--- src/rtl/utf8d_pkg.sv ---
// Shared types and constants of the UTF-8 stream decoder.
package utf8d_pkg;

  localparam int CP_W           = 21;
  localparam int CNT_W          = 3;
  localparam int QUEUE_DEPTH_DEF = 4;

  localparam logic [CP_W-1:0] REPLACEMENT_CP = 21'h00FFFD;

  // One decoded item as it travels from the front to the back: a burst of
  // cnt results, all U+FFFD except the last, which carries last_cp/last_has.
  typedef struct packed {
    logic [CNT_W-1:0] cnt;
    logic [CP_W-1:0]  last_cp;
    logic             last_has;
    logic             eos;
  } cmd_t;

endpackage

--- src/rtl/utf8d_if.sv ---
// Valid/ready channel interfaces for the byte input and the code point output.
interface utf8d_in_if;
  logic       valid;
  logic       ready;
  logic [7:0] data_byte;
  logic       end_of_string;

  modport source (output valid, output data_byte, output end_of_string, input ready);
  modport sink   (input valid, input data_byte, input end_of_string, output ready);
endinterface


--- src/rtl/utf8d_front.sv ---
// Front end: accepts bytes, tracks the open sequence and builds at most one burst command per byte.
module utf8d_front import utf8d_pkg::*; (
  input  logic         clk,
  input  logic         rst_n,
  input  logic         cfg_valid,
  output logic         cfg_ready,
  input  logic         cfg_head_only,
  utf8d_in_if.sink     in_chan,
  input  logic         q_full,
  output logic         push,
  output cmd_t         push_cmd
);

  logic        head_only_r;
  logic [4:0]  lead_r, lead_nxt;
  logic [1:0]  seq_r, seq_nxt;
  logic [1:0]  ch_r, ch_nxt;
  logic [17:0] pp_r, pp_nxt;
  logic        hf_r, hf_nxt;

  logic [7:0]  b;
  logic        eos;
  logic        accept;
  logic        is_cont, is_ascii, is_lead2, is_lead3, is_lead4;
  logic [17:0] pp_ext;
  logic [1:0]  ch_inc;
  logic [CP_W-1:0] cp_done;

  logic [CNT_W-1:0] raw_n;
  logic [3:0]       raw_ends;
  logic [CP_W-1:0]  raw_last;
  logic [CNT_W-1:0] keep_n;

  assign b         = in_chan.data_byte;
  assign eos       = in_chan.end_of_string;
  assign in_chan.ready = !q_full;
  assign accept    = in_chan.valid && !q_full;
  assign cfg_ready = 1'b1;

  // Classify the byte
  assign is_cont  = (b[7:6] == 2'b10);
  assign is_ascii = !b[7];
  assign is_lead2 = (b[7:5] == 3'b110);
  assign is_lead3 = (b[7:4] == 4'b1110);
  assign is_lead4 = (b[7:3] == 5'b11110);

  assign pp_ext = {pp_r[11:0], b[5:0]};
  assign ch_inc = ch_r + 2'd1;

  // Assemble the completed code point from lead and continuation bits
  always_comb begin
    case (seq_r)
      2'd1:    cp_done = {10'b0, lead_r, pp_ext[5:0]};
      2'd2:    cp_done = {4'b0, lead_r, pp_ext[11:0]};
      2'd3:    cp_done = {lead_r[2:0], pp_ext};
      default: cp_done = '0;
    endcase
  end

  // Build the raw result list and the next sequence state
  always_comb begin
    raw_n    = '0;
    raw_ends = '0;
    raw_last = REPLACEMENT_CP;
    seq_nxt  = seq_r;
    ch_nxt   = ch_r;
    lead_nxt = lead_r;
    pp_nxt   = pp_r;

    if (seq_r != 2'd0 && is_cont) begin
      pp_nxt = pp_ext;
      ch_nxt = ch_inc;
      if (ch_inc >= seq_r) begin
        raw_ends[0] = 1'b1;
        raw_n       = 3'd1;
        raw_last    = cp_done;
        seq_nxt     = '0;
        ch_nxt      = '0;
        lead_nxt    = '0;
        pp_nxt      = '0;
      end
    end else begin
      // Broken sequence: lead's U+FFFD, then one per held continuation
      if (seq_r != 2'd0) begin
        raw_n = 3'd1;
        for (int k = 0; k < 2; k++) begin
          if (2'(k) < ch_r) begin
            raw_ends[raw_n[1:0]] = 1'b1;
            raw_n = raw_n + 3'd1;
          end
        end
        seq_nxt  = '0;
        ch_nxt   = '0;
        lead_nxt = '0;
        pp_nxt   = '0;
      end
      // Decode the byte afresh
      if (is_ascii) begin
        raw_ends[raw_n[1:0]] = 1'b1;
        raw_n    = raw_n + 3'd1;
        raw_last = {13'b0, b};
      end else if (is_lead2) begin
        seq_nxt  = 2'd1;
        lead_nxt = b[4:0];
        ch_nxt   = '0;
        pp_nxt   = '0;
      end else if (is_lead3) begin
        seq_nxt  = 2'd2;
        lead_nxt = {1'b0, b[3:0]};
        ch_nxt   = '0;
        pp_nxt   = '0;
      end else if (is_lead4) begin
        seq_nxt  = 2'd3;
        lead_nxt = {2'b0, b[2:0]};
        ch_nxt   = '0;
        pp_nxt   = '0;
      end else begin
        raw_ends[raw_n[1:0]] = 1'b1;
        raw_n    = raw_n + 3'd1;
        raw_last = REPLACEMENT_CP;
      end
    end

    // Truncated at end of string: flush what is still open
    if (eos && seq_nxt != 2'd0) begin
      raw_n    = raw_n + 3'd1;
      raw_last = REPLACEMENT_CP;
      for (int k = 0; k < 2; k++) begin
        if (2'(k) < ch_nxt) begin
          raw_ends[raw_n[1:0]] = 1'b1;
          raw_n = raw_n + 3'd1;
        end
      end
    end
  end

  // Drop results past the end of the head; survivors are always a prefix
  always_comb begin
    hf_nxt = hf_r;
    keep_n = '0;
    for (int p = 0; p < 4; p++) begin
      if (3'(p) < raw_n && !hf_nxt) begin
        keep_n = keep_n + 3'd1;
        if (raw_ends[p] && head_only_r) hf_nxt = 1'b1;
      end
    end
  end

  // Form the burst command; a silent end becomes a bare marker
  always_comb begin
    push_cmd.eos = eos;
    if (keep_n == '0) begin
      push_cmd.cnt      = 3'd1;
      push_cmd.last_cp  = '0;
      push_cmd.last_has = 1'b0;
    end else begin
      push_cmd.cnt      = keep_n;
      push_cmd.last_cp  = (keep_n == raw_n) ? raw_last : REPLACEMENT_CP;
      push_cmd.last_has = 1'b1;
    end
  end

  assign push = accept && (keep_n != '0 || eos);

  // Hold the configuration register
  always_ff @(posedge clk) begin
    if (!rst_n) begin
      head_only_r <= 1'b0;
    end else if (cfg_valid) begin
      head_only_r <= cfg_head_only;
    end
  end

  // Advance the sequence state on each transfer; clear it at end of string
  always_ff @(posedge clk) begin
    if (!rst_n) begin
      seq_r  <= '0;
      ch_r   <= '0;
      lead_r <= '0;
      pp_r   <= '0;
      hf_r   <= 1'b0;
    end else if (accept) begin
      if (eos) begin
        seq_r  <= '0;
        ch_r   <= '0;
        lead_r <= '0;
        pp_r   <= '0;
        hf_r   <= 1'b0;
      end else begin
        seq_r  <= seq_nxt;
        ch_r   <= ch_nxt;
        lead_r <= lead_nxt;
        pp_r   <= pp_nxt;
        hf_r   <= hf_nxt;
      end
    end
  end

endmodule

--- src/flat_wrapper.sv ---
// flat-port wrapper written by rule: the top's interface ports become plain ports
module utf8d_front_flat import utf8d_pkg::*;
  (clk, rst_n, cfg_valid, cfg_ready, cfg_head_only, q_full, push, push_cmd, in_chan_valid, in_chan_data_byte, in_chan_end_of_string, in_chan_ready);
  utf8d_in_if in_chan_i ();
  input  logic clk;
  input  logic rst_n;
  input  logic cfg_valid;
  output logic cfg_ready;
  input  logic cfg_head_only;
  input  logic q_full;
  output logic push;
  output cmd_t push_cmd;
  input wire logic [$bits(in_chan_i.valid)-1:0] in_chan_valid;
  input wire logic [$bits(in_chan_i.data_byte)-1:0] in_chan_data_byte;
  input wire logic [$bits(in_chan_i.end_of_string)-1:0] in_chan_end_of_string;
  output wire logic [$bits(in_chan_i.ready)-1:0] in_chan_ready;
  assign in_chan_i.valid = in_chan_valid;
  assign in_chan_i.data_byte = in_chan_data_byte;
  assign in_chan_i.end_of_string = in_chan_end_of_string;
  assign in_chan_ready = in_chan_i.ready;
  utf8d_front u_core (.clk(clk), .rst_n(rst_n), .cfg_valid(cfg_valid), .cfg_ready(cfg_ready), .cfg_head_only(cfg_head_only), .in_chan(in_chan_i), .q_full(q_full), .push(push), .push_cmd(push_cmd));
endmodule
--- config.mk ---
export PLATFORM = sky130hd
export DESIGN_NAME = utf8d_front_flat
export DESIGN_NICKNAME = d
export VERILOG_FILES = /design/src/rtl/utf8d_pkg.sv /design/src/rtl/utf8d_if.sv /design/src/rtl/utf8d_front.sv /design/src/flat_wrapper.sv
export SDC_FILE = /design/constraint.sdc
export NUM_CORES = 1
export LEC_CHECK = 0
export BUFFER_PORTS_ARGS = -buffer_cell sky130_fd_sc_hd__buf_4
export CELL_PAD_IN_SITES_DETAIL_PLACEMENT = 0
export CELL_PAD_IN_SITES_GLOBAL_PLACEMENT = 1
export CORE_UTILIZATION = 23
export DETAILED_ROUTE_END_ITERATION = 8
export PLACE_DENSITY_LB_ADDON = 0.12
export SLEW_MARGIN = 20
export SYNTH_ARGS = -nofsm -noshare
export SYNTH_HDL_FRONTEND = slang
export SYNTH_SLANG_ARGS = --single-unit
--- constraint.sdc ---
create_clock -name clk -period 14.7 [get_ports clk]
set_input_delay 1.47 -clock clk [delete_from_list [all_inputs] [get_ports clk]]
set_output_delay 1.47 -clock clk [all_outputs]
set_load 0.005 [all_outputs]
==> run summary <==
Largest net degree at the start of global routing = 24
Vias in the first global route = 2525
CTS buffer count = 3
WL per Instance = 17.6 µm
Full die area = 12000 µm²
Storage cell area = 460 µm²
Fmax = 0.115 GHz
Ys async rst share = 0
1st-pass router iterations = 4
Post-Layout Cell Count = 498
Design area = 3130 µm²
Synth warnings = 0
Min-delay worst type = register to register
CP Class = input port to output pin
Avg Vias per Cell = 5.09
RSZ-0062 raised after global routing = false
CP peak stage delay = 0.85 ns
Initial Util = 0.241
Clock sinks = 23
Peak supply drop = 0.0416 mV
Slew headroom = 0.263
Flops & latches, synth = 23
Residual DRC = 0
IO Count = 44
CP startpoint kind = input port
Area of the multi-input gates = 1980 µm²
Crit path arrival time = 7.26 ns
Tcrit/Tclk final = 0.594
Die Height = 109 µm
Fin crit period = 8.73 ns
Layout cells sized above 1 = 0.252
Seq/Total Area, Yosys = 0.173
CTS clk-pin slew, worst paths = 0.07 ns
Synthesis-to-layout area growth = 17.9%
Post-synth EDFFs = 0
Worst Skew = 0.00485 ns
TritonCTS clock tree = yes
Initial antenna violation count = 0
Antenna-violating nets left = 0
Core ar. = 11000 µm²
Rows = 38
Post-Route WL = 8760 µm
Post-synth top flop = dfxtp_1
Buf/Inv on CP = 3
Setup_tns = 0 ns
IO Port Bufs = 42
Initial DRC Count = 137
Delay-heaviest family, CP = adder cells
Placement-stage cell area = 3050 µm²
Hold slack = 0.512 ns
Syn avg cell area = 8.07 µm²
Tot GR Track Use = 0.153
Number of setup buffers added after CTS = 0
Yosys cell types = 70
Clock Path Buffers = 2
Cell count after synthesis = 329
CP max FO = 17
GP Congestion = 0.752
Tot Pwr = 0.214 mW
DP Wirelength = 6700 µm
Worst slew pin tran = 1.10 ns
Die width = 109 µm
Mapped cell area = 2660 µm²
GR Overflow Total = 0
Cell Chain, Critical Path = buf_4, and3_1, nor2_8, o31ai_1, inv_1, ha_1, nand2_1, o21ai_0, ha_1, o2bb2ai_1, mux2_4, nor2_4, or2_2, ha_1, xnor2_1, ha_1, mux2i_4, xor2_2, a41oi_1, buf_4
Worst-skew pair later-pin latency = 0.26 ns
CP endpoint kind = output pin
Post-Syn Nets = 362
Leakage Power = 1.12 nW
Critical path's slowest cell = xor2_2
Cell mode on critical path = ha_1
Root buffer cell = clkbuf_16
H-tree depth = 1
Hold Buf Count CTS = 0
Post-Place Cells = 493
Final Hold Vio Count = 0
Status = completed
Final-layout fill cell count = 1226
Max Cap Violations = 0
Final Setup Violations = 0
Nets@finish = 391
Cts repair resizes = 0
First-pass GRT wire length = 13900 µm
Total number of vias = 2536
Slew Viols, Final = 0
PwrDens = 68.2 nW/µm²
Worst Path Required = 13.23 ns
-- power breakdown --
| part | internal, mW | switching [mW] |
|---|---|---|
| Clock | 0.0367 | 0.0248 |
| Sequential | 0.0627 | 0.000958 |
| Combinational | 0.0399 | 0.0488 |
| Total | 0.139 | 0.0745 |
-- layer usage --
metal | up-vias | share of wire | routed length, µm | global-route usage
met3 | 9 | 0.040 | 354 | 0.0184
met4 | 0 | 0.0098 | 86 | 0.0295
li1 | 1259 | - | - | -
met1 | 1215 | 0.53 | 4660 | 0.238
met2 | 53 | 0.42 | 3660 | 0.224
met5 | - | 0 | 0 | 0
-- synthesized netlist by cell type (all sizes together), types with 5 or more instances --
| cell | count | share of area |
|---|---|---|
| a21oi | 18 | 0.042 |
| a22oi | 18 | 0.051 |
| a31oi | 12 | 0.052 |
| and3 | 5 | 0.012 |
| and4 | 5 | 0.016 |
| buf | 14 | 0.035 |
| clkbuf | 7 | 0.0099 |
| dfxtp | 23 | 0.17 |
| ha | 18 | 0.085 |
| inv | 26 | 0.037 |
| mux2i | 6 | 0.027 |
| nand2 | 20 | 0.030 |
| nand3 | 5 | 0.0094 |
| nor2 | 31 | 0.054 |
| nor2b | 26 | 0.061 |
| nor3b | 6 | 0.017 |
| o211ai | 6 | 0.021 |
| o21ai | 23 | 0.045 |
-- cell type report --
type / instances / area share
multi-input combinational: 259 / 0.632
sequential: 23 / 0.147
timing repair buffer: 45 / 0.108
tap: 140 / 0.0559
inverter: 26 / 0.0312
clock buffer: 3 / 0.0240
clock inverter: 1 / 0.00160
antenna: 1 / 0.000799
-- sequential cells by signal (all words and copies together), names as in the netlist --
register,count
u_core.hf_r,1
u_core.head_only_r,1
u_core.ch_r,2
u_core.seq_r,2
u_core.pp_r,12
u_core.lead_r,5
-- path summary, 6_finish.rpt --
kind | start | endpoint | slack [ns] | depth (start not counted)
hold / removal | u_core.pp_r[11]$_SDFFE_PN0P_ | u_core.pp_r[11]$_SDFFE_PN0P_ | 0.51 | 2
hold reg to reg | u_core.pp_r[11]$_SDFFE_PN0P_ | u_core.pp_r[11]$_SDFFE_PN0P_ | 0.51 | 2
setup / recovery | in_chan_data_byte[4] | push_cmd[12] | 5.97 | 20
setup reg to reg | u_core.seq_r[0]$_SDFFE_PN0P_ | u_core.hf_r$_SDFFE_PN0P_ | 9.96 | 15
-- kinds of logic after synthesis --
group	Yosys count	synth area share
AOI/OAI and AO/OA	116	0.370
and+or+nand+nor	110	0.227
xor gates and xnor gates	6	0.0254
other	1	0.00141
buffers and inverters	47	0.0815
muxes	8	0.0372
DFF	23	0.173
adders and majority gates	18	0.0848
-- cell usage in the layout, fill, tap and decap left out, drive strengths merged, types with 5 or more instances in the layout --
cell and instances:
buf 45, a21oi 18, o211ai 6, a22oi 18
dfxtp 23, and4 5, ha 18, nor3b 6
nand2 20, and3 5, inv 26, nor2 31
nor2b 26, mux2i 6, o21ai 23, nand3 5
a31oi 12
-- per-stage QoR --
stage                util  setup WS, ns
finish              0.284          5.97
CTS                 0.284          5.90
global route        0.284          5.49
detailed placement  0.277          5.91
global placement    0.277          6.06
floorplan               -          6.99
-- tightest hold or removal path: stages, from the launching register on --
cell and delay (ns):
dfxtp_1 0.32, a22oi_1 0.06, nor2b_1 0.10
(Power assumes the default switching activity.)
