--- config.mk ---
export PLATFORM = sky130hd
export DESIGN_NAME = utf8d_queue
export DESIGN_NICKNAME = d
export VERILOG_FILES = /design/src/rtl/utf8d_pkg.sv /design/src/rtl/utf8d_queue.sv
export SDC_FILE = /design/constraint.sdc
export NUM_CORES = 1
export LEC_CHECK = 0
export BUFFER_PORTS_ARGS = -buffer_cell sky130_fd_sc_hd__buf_4
export CAP_MARGIN = 20
export CORE_UTILIZATION = 33
export CTS_CLUSTER_DIAMETER = 100
export DETAILED_ROUTE_END_ITERATION = 8
export PLACE_DENSITY = 0.56
export SLEW_MARGIN = 20
export SYNTH_ARGS = -nofsm -noshare
export SYNTH_HDL_FRONTEND = slang
export SYNTH_SLANG_ARGS = --single-unit
--- constraint.sdc ---
create_clock -name clk -period 2.2 [get_ports clk]
set_input_delay 0.11 -clock clk [delete_from_list [all_inputs] [get_ports clk]]
set_output_delay 0.11 -clock clk [all_outputs]
set_load 0.02 [all_outputs]
--- src/rtl/utf8d_pkg.sv ---
// Shared types and constants of the UTF-8 stream decoder.
package utf8d_pkg;

  localparam int CP_W           = 21;
  localparam int CNT_W          = 3;
  localparam int QUEUE_DEPTH_DEF = 4;

  localparam logic [CP_W-1:0] REPLACEMENT_CP = 21'h00FFFD;

  // One decoded item as it travels from the front to the back: a burst of
  // cnt results, all U+FFFD except the last, which carries last_cp/last_has.
  typedef struct packed {
    logic [CNT_W-1:0] cnt;
    logic [CP_W-1:0]  last_cp;
    logic             last_has;
    logic             eos;
  } cmd_t;

endpackage

--- src/rtl/utf8d_queue.sv ---
// Command queue between the front and the back end.
module utf8d_queue import utf8d_pkg::*; #(
  parameter int DEPTH = QUEUE_DEPTH_DEF
) (
  input  logic clk,
  input  logic rst_n,
  input  logic push,
  input  cmd_t push_cmd,
  output logic full,
  input  logic pop,
  output cmd_t head_cmd,
  output logic empty
);

  localparam int PTR_W = (DEPTH > 1) ? $clog2(DEPTH) : 1;
  localparam int CNT_QW = $clog2(DEPTH + 1);
  localparam logic [PTR_W-1:0]  LAST_PTR = PTR_W'(DEPTH - 1);
  localparam logic [CNT_QW-1:0] FULL_CNT = CNT_QW'(DEPTH);

  cmd_t              slot_r [DEPTH];
  logic [PTR_W-1:0]  wr_ptr_r, rd_ptr_r;
  logic [CNT_QW-1:0] count_r;

  assign full     = (count_r == FULL_CNT);
  assign empty    = (count_r == '0);
  assign head_cmd = slot_r[rd_ptr_r];

  // Store incoming commands
  always_ff @(posedge clk) begin
    if (push) begin
      slot_r[wr_ptr_r] <= push_cmd;
    end
  end

  // Advance pointers and occupancy
  always_ff @(posedge clk) begin
    if (!rst_n) begin
      wr_ptr_r <= '0;
      rd_ptr_r <= '0;
      count_r  <= '0;
    end else begin
      if (push) wr_ptr_r <= (wr_ptr_r == LAST_PTR) ? '0 : wr_ptr_r + PTR_W'(1);
      if (pop)  rd_ptr_r <= (rd_ptr_r == LAST_PTR) ? '0 : rd_ptr_r + PTR_W'(1);
      if (push && !pop)      count_r <= count_r + CNT_QW'(1);
      else if (pop && !push) count_r <= count_r - CNT_QW'(1);
    end
  end

endmodule

==> results.json, run 1 <==
{
  "outcome": "complete, no violations",
  "nNetsFinal": 322,
  "p_leak_nw": 2.026,
  "ioPinCount": 58,
  "cap_viol_max_count": 0,
  "whs_ns": 0.06886,
  "ys_ff_latch": 113,
  "path_max_fanout": 25,
  "slowest_delay_ns": 0.62,
  "clock-root-buffer": "clkbuf_16",
  "core_area_um2": 12620,
  "hold_viol_final": 0,
  "setup_viol": 0,
  "rsz0062_at_grt": "false",
  "gp_congestion": 0.6257,
  "postLayoutSetupSlackWorst_ns": 0.3062,
  "crit_type": "flop to primary output",
  "htree_num_levels": 4,
  "cts.sinks": 113,
  "finalCriticalPeriod_ns": 1.894,
  "p_sw_share_pct": 20.94,
  "grt_pass1_wl_um": 11850,
  "crit_path_end_kind": "primary output",
  "crit_path_start_kind": "flop",
  "worstPathBufferInverterCount": 2,
  "cts_setup_buffers": 0,
  "synth-compound-area-share_pct": 0.4704,
  "drive_gt1_share_pct": 36.82,
  "p_sw_mw": 1.163,
  "synth.distinct_cells": 23,
  "io_buffers": 57,
  "worst_pin_slew_ns": 0.3966,
  "worst-path-stages": 3,
  "fin_skew_ns": 0.006314,
  "reg2reg_depth": 4,
  "finalNonFillerCells": 468,
  "post_drt_wl_per_cell_um": 16.03,
  "post-route-cell-area_um2": 5736,
  "via_per_inst": 4.404,
  "synth_fa_ha_area_share_pct": 2.235,
  "grt_pass1_vias": 2224,
  "tns_ns": 0,
  "die_x_um": 115.6,
  "wirelength_um": 7503,
  "cts_max_path_buffers": 2,
  "cp.required_ns": 2.09,
  "place_ws_ns": 0.5585,
  "cts_inserted_buffers": 17,
  "initial_core_util_pct": 33.72,
  "rows": 41,
  "synthToLayoutAreaGrowth_pct": 34.78,
  "worst_skew_pair.late_latency_ns": 0.39,
  "cts_hold_buf": 27,
  "drtPass1Iterations": 4,
  "synth_top_family_by_area": "multiplexers",
  "synth_nets": 217,
  "grt_use_total_pct": 12.59,
  "slew_headroom_pct": 73.56,
  "antenna_found_initial": 0,
  "place_hpwl_um": 4390,
  "hold_class": "input pin to flop",
  "p_int_mw": 4.391,
  "synthMuxAreaShare_pct": 15.23,
  "crit_family": "multiplexers",
  "syn-cell-area_um2": 4255,
  "fin_crit_sh_pct": 86.08,
  "post_cts_resized": 0,
  "yosysWarnings": 0,
  "yosysSeqAreaShare_pct": 77.62,
  "grt_max_degree": 27,
  "peakVddDrop_mv": 0.5142,
  "comb_power_share_pct": 10.6,
  "maxSlewViolCount": 0,
  "syn_avg_cell_area_um2": 23.64,
  "gr-total-overflow": 0,
  "diodes": 0,
  "pwr-share-seq_pct": 44.9,
  "path_clk_slew_ns": 0.05,
  "ant_nets": 0,
  "synthSimpleGateAreaFrac_pct": 2.117,
  "crit_chain": "buf_12 -> mux4_1 -> buf_4",
  "placed_area_um2": 4931,
  "synth_xor_area_share_pct": 0.4116,
  "drt-initial-drc-count": 98,
  "syn_inst": 180,
  "crit_path_top_delay_cell": "mux4_1",
  "dp_cells": 411,
  "fmax_mhz": 528.0,
  "die_h_um": 115.6,
  "dieArea_um2": 13350,
  "vias": 2061,
  "drcViolationCount": 0,
  "hold_depth": 3,
  "cts_tree": "yes",
  "cp.arrival_ns": 1.78,
  "pwr_density_cell_nw_per_um2": 968.4,
  "pwr-share-clk_pct": 44.5
}
## cell usage in the layout (no fill, tap or decap), types with 2 or more instances in the layout
| cell | Yosys | layout |
|---|---|---|
| mux2i_1 | 4 | 4 |
| nor2b_1 | 5 | 5 |
| inv_1 | 4 | 4 |
| nor3_1 | 2 | 2 |
| clkinv_1 | 0 | 2 |
| buf_12 | 2 | 3 |
| mux4_2 | 20 | 20 |
| edfxtp_1 | 104 | 104 |
| ha_1 | 6 | 6 |
| clkinv_2 | 0 | 3 |
| dfxtp_1 | 9 | 8 |
| and2_1 | 5 | 5 |
| bufinv_16 | 0 | 2 |
| dlygate4sd3_1 | 0 | 27 |
| buf_4 | 0 | 62 |
| mux4_1 | 6 | 6 |
| clkbuf_16 | 0 | 17 |
| clkbuf_1 | 0 | 5 |
## state kept, by name, summed over array words and instances, names as in the netlist, named ones only
signal    flops
count_r       3
rd_ptr_r      2
slot_r      104
wr_ptr_r      2
## cell type report
type                    count  area, µm²
clock buffers              22      444.2
clock inverters             8      90.09
inverters                   4      15.01
well taps                 172      215.2
multi-input cells          57      870.8
flip-flops and latches    113       3304
fillers                  1127       6884
repair buffers             92      795.8
## power by group through the flow
stage	sequential, mW	clock, mW	combinational (mW)
after floorplan	2.53	0	0.327
after global placement	2.53	0	0.556
after detailed placement	2.54	0	0.563
after CTS	2.50	2.52	0.604
after global routing	2.50	2.62	0.640
final	2.50	2.47	0.589
## worst reg2reg max path: stages, from the launching register on
cell	delay (ns)
dfxtp_1	0.35
fa_1	0.46
xor2_1	0.17
or3_1	0.31
a21boi_0	0.19
## through the flow
step                util [%]  total power [mW]
finish                 45.45             5.554
global route           45.45             5.765
CTS                    45.45             5.622
detailed placement     39.07             3.099
global placement       39.07             3.088
floorplan                  -             2.853
## synthesized netlist by cell type
cell,count,share of area [%]
clkbuf_2,1,0.12
or3_1,1,0.15
inv_1,4,0.35
nor2b_1,5,0.74
and2_1,5,0.74
buf_2,2,0.24
edfxtp_1,104,73
buf_12,2,0.94
xor2_1,1,0.21
buf_6,1,0.26
nor2_1,1,0.088
o21a_1,1,0.18
fa_1,1,0.47
xnor2_1,1,0.21
a21boi_0,1,0.18
dfxtp_1,9,4.2
nor3b_1,1,0.18
mux2i_1,4,0.94
ha_1,6,1.8
mux4_2,20,11
mux4_1,6,3.7
nor3_1,2,0.24
o21ai_0,1,0.12
## cell families after synthesis
| logic type | count (synthesis) |
|---|---|
| flip-flops | 113 |
| multiplexers | 30 |
| AND/OR/NAND/NOR | 15 |
| buffers and inverters | 10 |
| adder cells (fa/ha/maj) | 7 |
| AO/OA/AOI/OAI | 3 |
| XOR/XNOR | 2 |
## final timing paths
check,startpoint,to,slack [ns]
max reg2reg,count_r[0]$_SDFFE_PN0P_,count_r[2]$_SDFFE_PN0P_,0.66
min,push,wr_ptr_r[0]$_SDFFE_PN0P_,0.07
max,flop,head_cmd[8],0.31
min reg2reg,count_r[2]$_SDFFE_PN0P_,count_r[2]$_SDFFE_PN0P_,0.52
## layer usage
metal / global-route usage [%] / vias up / routed length, µm
met4: 3.896 / 0 / 44
met1: 15.57 / 1052 / 3398
li1: - / 954 / -
met2: 20.32 / 51 / 3722
met3: 5.021 / 4 / 339
met5: 0 / - / 0
Power figures use the tool's default switching activity.
==> run 2, diff against run 1 <==
CORE_ASPECT_RATIO = 0.7   (was not set)
CORE_UTILIZATION = 50   (was 33)
PLACE_DENSITY = 0.76   (was 0.56)
==> run 2 against run 1 <==
The flow now finishes with violations (DRC). Combinational power about the same. Clock skew decreased by 0.0022 ns. Total power increased by 1.7%. Sequential power about the same. Maximum frequency decreased by 3.1%. Critical path type unchanged.
==> results.json, run 2 (synthesis results as in run 1) <==
{
  "drcViolationCount": 4,
  "cts_hold_buf": 27,
  "final_common_cell": "edfxtp_1",
  "final_util_pct": 70.18,
  "grt_use_met3_pct": 7.023,
  "fin_crit_sh_pct": 88.85,
  "die_x_um": 112.3,
  "mostFrequentLayoutCells": "104 x edfxtp_1, 66 x buf_4, 27 x dlygate4sd3_1, 20 x mux4_2, 17 x clkbuf_16",
  "pwr_density_cell_nw_per_um2": 1001,
  "drive_gt1_share_pct": 37.79,
  "drt-initial-drc-count": 119,
  "top_register": "slot_r",
  "crit_path_end_kind": "primary output",
  "synthToLayoutAreaGrowth_pct": 32.61,
  "reg2reg_depth": 4,
  "wirelength_um": 7738,
  "post_cts_resized": 0,
  "path_clk_slew_ns": 0.05,
  "cp.required_ns": 2.09,
  "largest_reg_flops": 104,
  "grt_max_degree": 27,
  "worst_r2r_endpoint": "count_r[2]$_SDFFE_PN0P_",
  "rows": 27,
  "setup_viol": 0,
  "die_h_um": 79.19,
  "post_drt_wl_per_cell_um": 19.35,
  "nNetsFinal": 323,
  "crit-reg2reg-launch": "count_r[0]$_SDFFE_PN0P_",
  "outcome": "complete, but fails checks",
  "crit_path_start_kind": "flop",
  "fmax_mhz": 511.6,
  "grt_pass1_vias": 2227,
  "grt_use_total_pct": 19.36,
  "crit_type": "flop to primary output",
  "cts_tree": "yes",
  "place_hpwl_um": 4597,
  "worst_skew_pair.late_latency_ns": 0.40,
  "cp.arrival_ns": 1.84,
  "p_leak_nw": 2.041,
  "violations": "DRC",
  "tns_ns": 0,
  "grt_pass1_wl_um": 11610,
  "met2_usage_pct": 31.61,
  "hold_viol_final": 0,
  "grt.busiest_layer": "met2",
  "top_regs": "slot_r x104, count_r x3",
  "hold_class": "input pin to flop",
  "htree_num_levels": 4,
  "met1_usage_pct": 23.08,
  "vias": 2129,
  "fillers": 521,
  "worst_pin_slew_ns": 0.4122,
  "clock-root-buffer": "clkbuf_16",
  "antenna_found_initial": 0,
  "rsz0062_at_grt": "false",
  "fin_skew_ns": 0.004151,
  "place_ws_ns": 0.4682,
  "gr-total-overflow": 0,
  "postLayoutSetupSlackWorst_ns": 0.2453,
  "dieArea_um2": 8890,
  "r2r_slack_ns": 0.61,
  "core_area_um2": 8040,
  "maxSlewViolCount": 0,
  "initial_core_util_pct": 52.93,
  "cp-endpoint": "head_cmd[8]",
  "diodes": 0,
  "cts_max_path_buffers": 2,
  "gp_congestion": 0.6934,
  "drtPass1Iterations": 8,
  "io_buffers": 57,
  "slew_headroom_pct": 72.52,
  "cts_inserted_buffers": 17,
  "ant_nets": 0,
  "cap_viol_max_count": 0,
  "cts_setup_buffers": 0,
  "cts.sinks": 113,
  "peakVddDrop_mv": 0.7142,
  "ioPinCount": 58,
  "via_per_inst": 5.323,
  "path_max_fanout": 16,
  "finalCriticalPeriod_ns": 1.955
}
-- run 2: cell count changes in the layout (fill, tap and decap cells not counted), sizes merged --
| cell | previous run | this run |
|---|---|---|
| clkbuf | 22 | 24 |
| clkinv | 5 | 6 |
| buf | 65 | 66 |
| clkinvlp | 1 | 0 |
-- run 2: through the flow --
step	total power, mW	instance area (µm²)	hold slack (ns)	std cells
5_1_grt	5.823	5643	0.05560	400
3_5_place_dp	3.092	4812	0.3171	341
6_report	5.648	5643	0.04353	400
4_1_cts	5.684	5643	0.03096	400
3_3_place_gp	3.070	4812	0.3115	341
2_1_floorplan	2.853	4255	0.2089	180
-- run 2: final cells by class --
| class | count | area [µm²] | share of cell area, % |
|---|---|---|---|
| multi-input cells | 57 | 870.8 | 15.43 |
| well taps | 101 | 126.4 | 2.239 |
| clock inverters | 8 | 88.84 | 1.574 |
| clock buffers | 24 | 471.7 | 8.359 |
| repair buffers | 93 | 765.7 | 13.57 |
| flip-flops and latches | 113 | 3304 | 58.56 |
| inverters | 4 | 15.01 | 0.2661 |
-- run 2: worst min-delay path by stage --
stage | slack [ns] | startpoint | end | depth (start not counted)
final | 0.04 | pop | flop | 3
after global routing | 0.06 | push | wr_ptr_r[1]$_SDFFE_PN0P_ | 3
after CTS | 0.03 | push | wr_ptr_r[1]$_SDFFE_PN0P_ | 3
after detailed placement | 0.32 | push_cmd[6] | slot_r[2][6]$_DFFE_PP_ | 1
after global placement | 0.31 | push_cmd[21] | slot_r[3][21]$_DFFE_PP_ | 1
after floorplan | 0.21 | push_cmd[0] | slot_r[0][0]$_DFFE_PP_ | 0
-- run 2: power breakdown --
group	internal (mW)	switching (mW)	leakage, nW
logic	0.291	0.301	0.732
clock network	1.71	0.849	0.279
registers	2.46	0.0394	1.03
total	4.46	1.19	2.04
-- run 2: metal layers --
metal	part of all wire [%]	wire length [µm]
met1	43	3349
met2	50	3872
met3	5.2	405
met4	1.4	110
met5	0	0
-- run 2: critical path, cell delays in order, from the launching register on --
cell	delay (ns)
dfxtp_2	0.32
buf_4	0.30
mux4_1	0.64
buf_4	0.18
==> run 3, diff against run 2 <==
==> constraint.sdc (replaced) <==
create_clock -name clk -period 2.2 [get_ports clk]
set_input_delay 0 -clock clk [delete_from_list [all_inputs] [get_ports clk]]
set_output_delay 0 -clock clk [all_outputs]
set_load 0.02 [all_outputs]
==> run 3 against run 2 <==
The run still ends with DRC left. Setup slack improved by 0.0092 ns. Combinational power down 1%. Via count grew 0.99%. Critical endpoint is now head_cmd[14]. Largest power group unchanged.
==> results.json, run 3 (synthesis results as in run 1) <==
{
  "final_common_cell": "edfxtp_1",
  "cp.required_ns": 2.20,
  "met1_usage_pct": 23.06,
  "postLayoutSetupSlackWorst_ns": 0.2545,
  "layout.area.seq_um2": 3304,
  "worst_pin_slew_ns": 0.7329,
  "synthToLayoutAreaGrowth_pct": 35.67,
  "path_clk_slew_ns": 0.05,
  "worstPathBufferInverterCount": 2,
  "post_drt_wl_per_cell_um": 18.13,
  "crit_top_cell": "buf_4",
  "multi_input_area_um2": 870.8,
  "hold_viol_final": 0,
  "p_leak_nw": 2.098,
  "cts.sinks": 113,
  "die_h_um": 79.19,
  "drt-initial-drc-count": 150,
  "crit_path_end_kind": "primary output",
  "cts_inserted_buffers": 17,
  "reg2reg_depth": 4,
  "r2r_slack_ns": 0.42,
  "dieArea_um2": 8890,
  "fillers": 507,
  "io_buffers": 57,
  "rsz0062_at_grt": "false",
  "diodes": 0,
  "slowest_delay_ns": 0.58,
  "pwr_density_cell_nw_per_um2": 1029,
  "finalCriticalPeriod_ns": 1.946,
  "outcome": "complete, but fails checks",
  "initial_core_util_pct": 52.93,
  "gr-total-overflow": 0,
  "grt_pass1_wl_um": 11820,
  "maxSlewViolCount": 0,
  "fin_crit_sh_pct": 88.43,
  "drtPass1Iterations": 6,
  "wirelength_um": 7342,
  "grt_use_total_pct": 19.51,
  "worst_skew_pair.late_latency_ns": 0.41,
  "nNetsFinal": 328,
  "grt_pass1_vias": 2313,
  "htree_num_levels": 4,
  "rows": 27,
  "gp_congestion": 0.7639,
  "core_area_um2": 8040,
  "place_hpwl_um": 4555,
  "peakVddDrop_mv": 0.7140,
  "drive_gt1_share_pct": 38.82,
  "fin_skew_ns": 0.01000,
  "cts_tree": "yes",
  "crit_path_start_kind": "flop",
  "grt.busiest_layer": "met2",
  "die_x_um": 112.3,
  "ant_nets": 0,
  "setup_viol": 0,
  "worst_r2r_endpoint": "slot_r[2][12]$_DFFE_PP_",
  "hold_class": "input pin to flop",
  "place_ws_ns": 0.3940,
  "clock-root-buffer": "clkbuf_16",
  "worstHoldStart": "push_cmd[25]",
  "crit-reg2reg-launch": "wr_ptr_r[0]$_SDFFE_PN0P_",
  "largest_reg_flops": 104,
  "top_register": "slot_r",
  "grt_max_degree": 17,
  "fmax_mhz": 514.0,
  "cts_setup_buffers": 0,
  "top_regs": "slot_r x104, count_r x3",
  "via_per_inst": 5.309,
  "violations": "DRC",
  "path_max_fanout": 12,
  "vias": 2150,
  "crit_type": "flop to primary output",
  "hold-path-endpoint": "slot_r[2][25]$_DFFE_PP_",
  "post_cts_resized": 0,
  "cap_viol_max_count": 0,
  "crit_path_top_delay_cell": "dfxtp_2",
  "mostFrequentLayoutCells": "104 x edfxtp_1, 67 x buf_4, 29 x dlygate4sd3_1, 20 x mux4_2, 17 x clkbuf_16",
  "cts_max_path_buffers": 2,
  "crit_chain": "buf_4 -> mux4_2 -> buf_4",
  "ioPinCount": 58,
  "grt_use_met3_pct": 7.939,
  "antenna_found_initial": 0,
  "drcViolationCount": 4,
  "slew_headroom_pct": 51.14,
  "tns_ns": 0,
  "cp.arrival_ns": 1.95,
  "crit_family": "flip-flops",
  "hold_depth": 2,
  "met2_usage_pct": 31.24
}
==> run 3: report_power, final <==
| group | leakage, nW | internal [mW] | switching, mW |
|---|---|---|---|
| clock | 0.306 | 1.98 | 0.869 |
| combinational | 0.763 | 0.299 | 0.287 |
| sequential | 1.03 | 2.46 | 0.0443 |
| total | 2.10 | 4.74 | 1.20 |
==> run 3: worst register-to-register path: cells and delay by family, from the launching register on <==
kind          cells  cell delay (ns)
simple gates      1             0.60
buf+inv           2             0.39
flops             1             0.35
fa+ha+maj         1             0.15
==> run 3: cell type report <==
cell class / instances / share of cell area [%]
sequential: 113 / 57.24
multi-input combinational: 57 / 15.08
timing repair buffer: 98 / 14.43
clock buffer: 18 / 7.434
clock inverter: 14 / 3.359
tap: 101 / 2.189
inverter: 4 / 0.2601
==> run 3: what timing repair did <==
item | 4_1_cts | 5_1_grt
hold buffers | 29 | 0
endpoints found under the hold margin | 113 | 0
endpoints found under the setup margin | 0 | 0
==> run 3: worst max path at each step <==
stage	from	end	slack, ns	depth (start not counted)
2_1_floorplan	wr_ptr_r[0]$_SDFFE_PN0P_	slot_r[3][0]$_DFFE_PP_	0.61	2
3_3_place_gp	wr_ptr_r[0]$_SDFFE_PN0P_	slot_r[2][25]$_DFFE_PP_	0.46	4
3_5_place_dp	wr_ptr_r[0]$_SDFFE_PN0P_	slot_r[2][25]$_DFFE_PP_	0.39	4
4_1_cts	flop	head_cmd[14]	0.20	3
5_1_grt	flop	head_cmd[5]	0.16	3
6_report	flop	head_cmd[14]	0.25	3
==> run 3: metal layers <==
layer / up-vias / routed length [µm] / share of wire (%)
met4: 0 / 96 / 1.3
met1: 1098 / 3184 / 43
li1: 972 / - / -
met5: - / 0 / 0
met3: 7 / 430 / 5.9
met2: 73 / 3630 / 49
==> run 3: stage by stage <==
step                hold WS [ns]  power [mW]  utilization [%]  cells  instance area (µm²)
finish                    0.3385       5.939            71.80    405                 5773
floorplan                0.09887       2.853                -    180                 4255
detailed placement        0.2024       3.097            60.44    344                 4860
global placement          0.2041       3.082            60.44    344                 4860
CTS                       0.3185       6.001            71.80    405                 5773
global route              0.3320       6.139            71.80    405                 5773
